File: src/hw/rtl/fccw_pkg.sv
// Shared constants, codes and control/status types of the FAT12 cluster chain walker.
package fccw_pkg;

    // FAT store size in bytes, and the address width that follows from it
    localparam int FAT_BYTES = 8192;
    localparam int FAT_AW    = $clog2(FAT_BYTES);
    localparam logic [31:0] FAT_BYTES_U = 32'(FAT_BYTES);

    localparam int CLU_W  = 12;   // cluster number
    localparam int AT_W   = 13;   // byte offset of an entry: cluster*3/2 always fits
    localparam int SEC_W  = 25;   // first data sector
    localparam int OFF_W  = 13;   // table_offset field
    localparam int BYTE_W = 8;

    localparam int S_TDATA_W = 40;
    localparam int M_TDATA_W = 40;
    localparam int S_TUSER_W = 2;

    localparam int CFG_IDX_W  = 3;
    localparam int CFG_DATA_W = 16;

    localparam logic [CLU_W-1:0] END_MARK   = 12'hFF8;
    localparam logic [CLU_W-1:0] ENTRY_MASK = 12'hFFF;

    // Item kinds (tuser)
    localparam logic [1:0] MODE_LOAD    = 2'd0;
    localparam logic [1:0] MODE_START   = 2'd1;
    localparam logic [1:0] MODE_ADVANCE = 2'd2;

    // Result status codes
    localparam logic [1:0] ST_OK  = 2'd0;
    localparam logic [1:0] ST_END = 2'd1;
    localparam logic [1:0] ST_BAD = 2'd2;

    // Configuration register indexes
    localparam logic [CFG_IDX_W-1:0] REG_RESERVED  = 3'd0;
    localparam logic [CFG_IDX_W-1:0] REG_FAT_SIZE  = 3'd1;
    localparam logic [CFG_IDX_W-1:0] REG_FAT_COPY  = 3'd2;
    localparam logic [CFG_IDX_W-1:0] REG_ROOT_ENT  = 3'd3;
    localparam logic [CFG_IDX_W-1:0] REG_SECT_LOG2 = 3'd4;
    localparam logic [CFG_IDX_W-1:0] REG_CLU_SECT  = 3'd5;

    // Controller to datapath commands
    typedef struct packed {
        logic store;      // write the input byte into the FAT store
        logic res_plain;  // form a result without walking (load, void advance, unused kind)
        logic take_start; // current cluster <= start cluster
        logic rd_lo;      // read the low entry byte
        logic rd_hi;      // read the high entry byte, hold the low one
        logic decode;     // current cluster <= decoded entry
        logic judge;      // classify cluster, form the products
        logic sum;        // add up the first sector, form the result
        logic out_load;   // move the result into the output register
    } t_dp_cmd;

    // Datapath to controller status
    typedef struct packed {
        logic active;     // a chain is being walked
        logic out_free;   // output register can take a word this cycle
    } t_dp_sts;

endpackage

File: src/hw/rtl/fccw_ctrl.sv
// Sequencing state machine of the FAT12 cluster chain walker.
module fccw_ctrl
    import fccw_pkg::*;
(
    input  logic                 i_clk,
    input  logic                 i_rst_n,
    input  logic                 i_s_tvalid,
    output logic                 o_s_tready,
    input  logic [S_TUSER_W-1:0] i_mode,
    input  t_dp_sts              i_sts,
    output t_dp_cmd              o_cmd
);

    typedef enum logic [2:0] {
        ST_IDLE,
        ST_RD_HI,
        ST_DECODE,
        ST_JUDGE,
        ST_SUM,
        ST_DONE
    } t_state;

    t_state r_state, n_state;
    logic   w_acc;

    assign o_s_tready = (r_state == ST_IDLE);
    assign w_acc      = i_s_tvalid && o_s_tready;

    always_comb begin
        n_state = r_state;
        o_cmd   = '0;
        unique case (r_state)
            ST_IDLE: begin
                if (w_acc) begin
                    unique case (i_mode)
                        MODE_LOAD: begin
                            o_cmd.store     = 1'b1;
                            o_cmd.res_plain = 1'b1;
                            n_state         = ST_DONE;
                        end
                        MODE_START: begin
                            o_cmd.take_start = 1'b1;
                            n_state          = ST_JUDGE;
                        end
                        MODE_ADVANCE: begin
                            if (i_sts.active) begin
                                o_cmd.rd_lo = 1'b1;
                                n_state     = ST_RD_HI;
                            end else begin
                                o_cmd.res_plain = 1'b1;
                                n_state         = ST_DONE;
                            end
                        end
                        default: begin
                            o_cmd.res_plain = 1'b1;
                            n_state         = ST_DONE;
                        end
                    endcase
                end
            end
            ST_RD_HI: begin
                o_cmd.rd_hi = 1'b1;
                n_state     = ST_DECODE;
            end
            ST_DECODE: begin
                o_cmd.decode = 1'b1;
                n_state      = ST_JUDGE;
            end
            ST_JUDGE: begin
                o_cmd.judge = 1'b1;
                n_state     = ST_SUM;
            end
            ST_SUM: begin
                o_cmd.sum = 1'b1;
                n_state   = ST_DONE;
            end
            ST_DONE: begin
                if (i_sts.out_free) begin
                    o_cmd.out_load = 1'b1;
                    n_state        = ST_IDLE;
                end
            end
            default: n_state = ST_IDLE;
        endcase
    end

    always_ff @(posedge i_clk) begin
        if (!i_rst_n) begin
            r_state <= ST_IDLE;
        end else begin
            r_state <= n_state;
        end
    end

`ifndef SYNTHESIS
    // a store read is only issued for a cluster that passed its check
    a_rd_needs_chain: assert property (@(posedge i_clk) disable iff (!i_rst_n)
        o_cmd.rd_lo |-> i_sts.active)
        else $error("entry read issued without an active chain");

    // the two entry bytes are read in consecutive cycles
    a_rd_pair: assert property (@(posedge i_clk) disable iff (!i_rst_n)
        o_cmd.rd_lo |=> o_cmd.rd_hi)
        else $error("high entry byte not read after low byte");
`endif

endmodule

File: config.mk
export PLATFORM = sky130hd
export DESIGN_NAME = fccw_ctrl
export DESIGN_NICKNAME = d
export VERILOG_FILES = /design/src/hw/rtl/fccw_pkg.sv /design/src/hw/rtl/fccw_ctrl.sv
export SDC_FILE = /design/constraint.sdc
export NUM_CORES = 1
export LEC_CHECK = 0
export ABC_CLOCK_PERIOD_IN_PS = 1500
export BUFFER_PORTS_ARGS = -buffer_cell sky130_fd_sc_hd__buf_2
export CORE_AREA = 2 2 39 41
export CTS_BUF_LIST = sky130_fd_sc_hd__clkbuf_8
export DETAILED_ROUTE_END_ITERATION = 8
export DIE_AREA = 0 0 41 43
export GPL_TIMING_DRIVEN = 0
export RECOVER_POWER = 25
export SLEW_MARGIN = 40
export SYNTH_ARGS = -nofsm -noshare
export SYNTH_HDL_FRONTEND = slang
export SYNTH_SLANG_ARGS = --single-unit
File: constraint.sdc
create_clock -name i_clk -period 1.5 [get_ports i_clk]
set_clock_uncertainty 0.1 [all_clocks]
set_input_delay 0.3 -clock i_clk [delete_from_list [all_inputs] [get_ports i_clk]]
set_output_delay 0.3 -clock i_clk [all_outputs]
set_load 0.03 [all_outputs]
## Yosys cells after proc, flatten, opt, wreduce, memory -nomap -nowiden

Cells that the tools add are included.
Widths: inputs -> output; s select.

| storage, ports and cells | value |
|---|---|
| logic and storage cells | 33 |
| output and inout bits | 10 |
| bits in registers | 3 |
| bits of input ports | 7 |

| operators by class | value |
|---|---|
| equality and inequality tests | 9 |
| reductions and logical operators | 4 |
| mux-type cells | 19 |

Operators by type and width:

| cell | number |
|---|---|
| $pmux 3 s6 | 1 |
| $mux 1 | 11 |
| $mux 3 | 3 |
| $mux 4 | 2 |
| $eq 3x2->1 const B | 2 |
| $eq 3x3->1 const B | 2 |
| $pmux 3 s2 | 1 |
| $eq 3x1->1 const B | 1 |
| $logic_not 3->1 | 1 |
| $eq 2x1->1 const B | 1 |
| $eq 2x2->1 const B | 1 |
| $logic_not 2->1 | 1 |
| $ne 2x1->1 const B | 1 |
| $ne 2x2->1 const B | 1 |
| $pmux 1 s2 | 1 |
| $reduce_and 2->1 | 1 |
| $logic_and 1x1->1 | 1 |

## Depth between registers and ports, before layout

| depth | value |
|---|---|
| word-level depth | 4 |
| gate-level depth with buffers | 4 |
| depth with buffers taken out | 3 |

## Worst setup path before layout

Ideal clock, no wire load.

| path | value |
|---|---|
| path type | reg-to-output |
| from | register r_state[0] |
| to | output o_cmd[7] (netlist name) |
| required time | 1.100 ns |
| cell stages (with the launch flop) | 5 |
| arrival time | 1.394 ns |
| buffers on the path | 1 |
| slack | -0.294 ns |
| cells stage by stage | dfxtp_1 buf_6 nor3_4 nand2_2 nor2b_1 |

RTL lines:

| what | line | text |
|---|---|---|
| from (decl) | fccw_ctrl.sv:23 | `t_state r_state, n_state;` |
| from (signal assigned) | fccw_ctrl.sv:91 | `r_state <= n_state;` |
| to (decl) | fccw_ctrl.sv:11 | `output t_dp_cmd o_cmd` |

==> summary.txt <==
Outcome: finished, violations left
Failing checks: negative setup slack
PortBufs: 16
Hold Crit Class: input pin to register
Post-DP HPWL: 538 um
Cell Rows: 14
Final Cell Area: 574 um2
Cell Area, Synth: 295 um2
Total wire length: 850 um
Flop pwr share: 0.175
Reg-to-reg slack, setup: 0.11 ns
Initial drt markers: 2
Setup crit end kind: primary output
Comb pwr share: 0.481
Fmax achieved: 613 MHz
CP top delay family: simple AND/OR/NAND/NOR gates
Pin count of the biggest net entering global routing: 11
Hold-fix buffers at CTS: 0
Max reg flops: 3
Via count: 344
P per Cell Area: 1160 nW/um2
Crit Path Class: register to primary output
Worst R2R End: r_state[2]
Worst R2R Start: r_state[2]
Clock share of power: 0.344
GPL Wtd Cong: 0.592
Largest Register: r_state
Yosys reg bits: 3
Critical Path Max Stage Delay: 0.34 ns
Die Span X: 41 um
R2R depth: 5
Cell variety after synth: 23
Total grt overflow: 0
Worst EP arrival: 1.23 ns
Proportion of layout cells with a drive suffix above 1: 0.695
Part of the Yosys area used for sequential elements: 0.203
Final Max Tran Viols: 0
Synth Instances: 34
Worst EP required: 1.10 ns
Fraction of registers with async set/reset: 0
Post-Place Cell Area: 428 um2
Avg Inst Size Synth: 8.68 um2
Hold depth: 3
Leakage: 0.274 nW
Fill count: 145
Final setup violation count: 4
Synth Warn #: 0
Switching share of power: 0.365
Most Frequent Cell on Critical Path: nor3_4
Die height: 43 um
Initial antenna violation count: 0
Post-synth EDFFs: 0
CTS Buffer Depth: 2
Drt drc: 0
Pre-antenna DRT Iters: 2
Critical path, cell by cell: nor3_4, nand2_4, nor3_4, buf_6
CTS tree: built
Area growth syn-to-layout: 94.5%
Clk Latency, worst-skew pair: 0.22 ns
Via density: 4.59
ANT cells: 0
Period utilisation layout: 1.09
Hold Fails Final Rpt: 0
Vias in the first global route: 304
CTS buffer count: 3
Startpoint type of the worst setup path: register
CP bufs+invs: 1
I/O Pins: 17
Max capacitance violation total: 0
Place WS: -0.0407 ns
Sw Pwr: 0.243 mW
RSZ-0062 raised after global routing: true
Final worst slack: -0.131 ns
Slowest cell on the critical path: dfxtp_2
Core area: 1380 um2
Clock Tree Root: clkbuf_8
Tot GR Track Use: 0.107
Initial cell density of the core: 0.213
Fin crit period: 1.63 ns
Top_reg_cell synth: dfxtp_1
Post-route antenna net violation count: 0
Placed Cells incl. Taps: 66
First-pass GRT wire length: 1240 um
Syn Nets: 41
Max VDD drop: 0.317 mV
Relative slew slack: 0.792
Internal: 0.421 mW
Worst Path Max Fanout: 4
Most frequent cells in the layout: 10 x buf_6, 7 x buf_2, 7 x buf_4
Clock sinks: 3
Wire per inst: 11.3 um
Clock transition at the registers of the reported paths: 0.03 ns
Layout Cells excl Fill: 75
Hold wc startpoint: i_rst_n
Die footprint: 1760 um2
Largest registers: r_state (3)
Least-Margin Pin Slew: 0.304 ns
Layout Nets: 67
Most common cell after layout, fill and taps aside: buf_6
Worst Hold Path EP: r_state[1]
H-tree levels: 1
==> cells in the mapped netlist, types with 2 or more instances <==
library cell | count | share of area
buf_6 | 3 | 0.11
dfxtp_1 | 3 | 0.20
nand2_1 | 3 | 0.038
a21oi_1 | 2 | 0.034
inv_1 | 2 | 0.025
nor2_1 | 2 | 0.025
nor3_2 | 2 | 0.068
nor3b_1 | 2 | 0.051
==> power by group through the flow <==
stage	Combinational, mW	Clock, mW	Sequential (mW)
detailed placement	0.273	0	0.105
floorplan	0.213	0	0.103
CTS	0.335	0.234	0.104
global route	0.341	0.239	0.119
finish	0.319	0.228	0.116
global placement	0.271	0	0.104
==> cell families after synthesis <==
logic type / after synthesis / synth area share
buffers and inverters: 5 / 0.140
AND/OR/NAND/NOR: 19 / 0.453
AO/OA/AOI/OAI: 7 / 0.203
flip-flops: 3 / 0.203
==> cell type report <==
class                           count  area [um2]  share of cell area
Multi-Input combinational cell     26         235               0.410
Clock buffer                        3        41.3              0.0719
Timing Repair Buffer               23         189               0.329
Inverter                            2        7.51              0.0131
Clock inverter                      1        3.75             0.00654
Buffer                              1        11.3              0.0196
Sequential cell                     3        66.3               0.115
Tap cell                           16        20.0              0.0349
==> routing by layer <==
layer	vias to the layer above	part of all wire	track usage
met5	-	0	0
met4	0	0.025	0.0800
met1	157	0.45	0.135
li1	171	-	-
met2	14	0.46	0.144
met3	2	0.065	0.0366
==> per-stage QoR <==
stage / power, mW / hold slack, ns / TNS (ns) / utilization
global route: 0.699 / 0.249 / -0.602 / 0.415
CTS: 0.672 / 0.250 / -0.932 / 0.412
detailed placement: 0.377 / 0.468 / -0.0437 / 0.309
global placement: 0.375 / 0.459 / -0.0395 / 0.309
finish: 0.664 / 0.233 / -0.348 / 0.415
floorplan: 0.316 / 0.340 / -0.705 / -
==> how the worst max path moves through the flow <==
| stage | startpoint | to | slack (ns) | depth (start not counted) |
|---|---|---|---|---|
| 5_1_grt | r_state[0] | o_cmd[5] | -0.19 | 4 |
| 3_3_place_gp | r_state[0] | o_cmd[5] | -0.04 | 5 |
| 4_1_cts | r_state[2] | o_cmd[8] | -0.17 | 5 |
| 6_report | r_state[0] | o_cmd[5] | -0.13 | 4 |
| 3_5_place_dp | r_state[0] | o_cmd[5] | -0.04 | 5 |
| 2_1_floorplan | r_state[0] | o_cmd[5] | -0.21 | 4 |
==> worst register-to-register path, cell delays in order, from the launching register on <==
cell	delay, ns
dfxtp_4	0.36
buf_6	0.13
and3b_1	0.20
buf_4	0.13
buf_4	0.12
o221a_1	0.24
==> repair_timing <==
action                     in CTS  in global routing
gates resized for setup        21                  5
setup endpoints to repair       8                 10
buffers inserted                4                  3
pin swaps                       5                  3
Note: power is estimated with default switching activity, not from simulation.
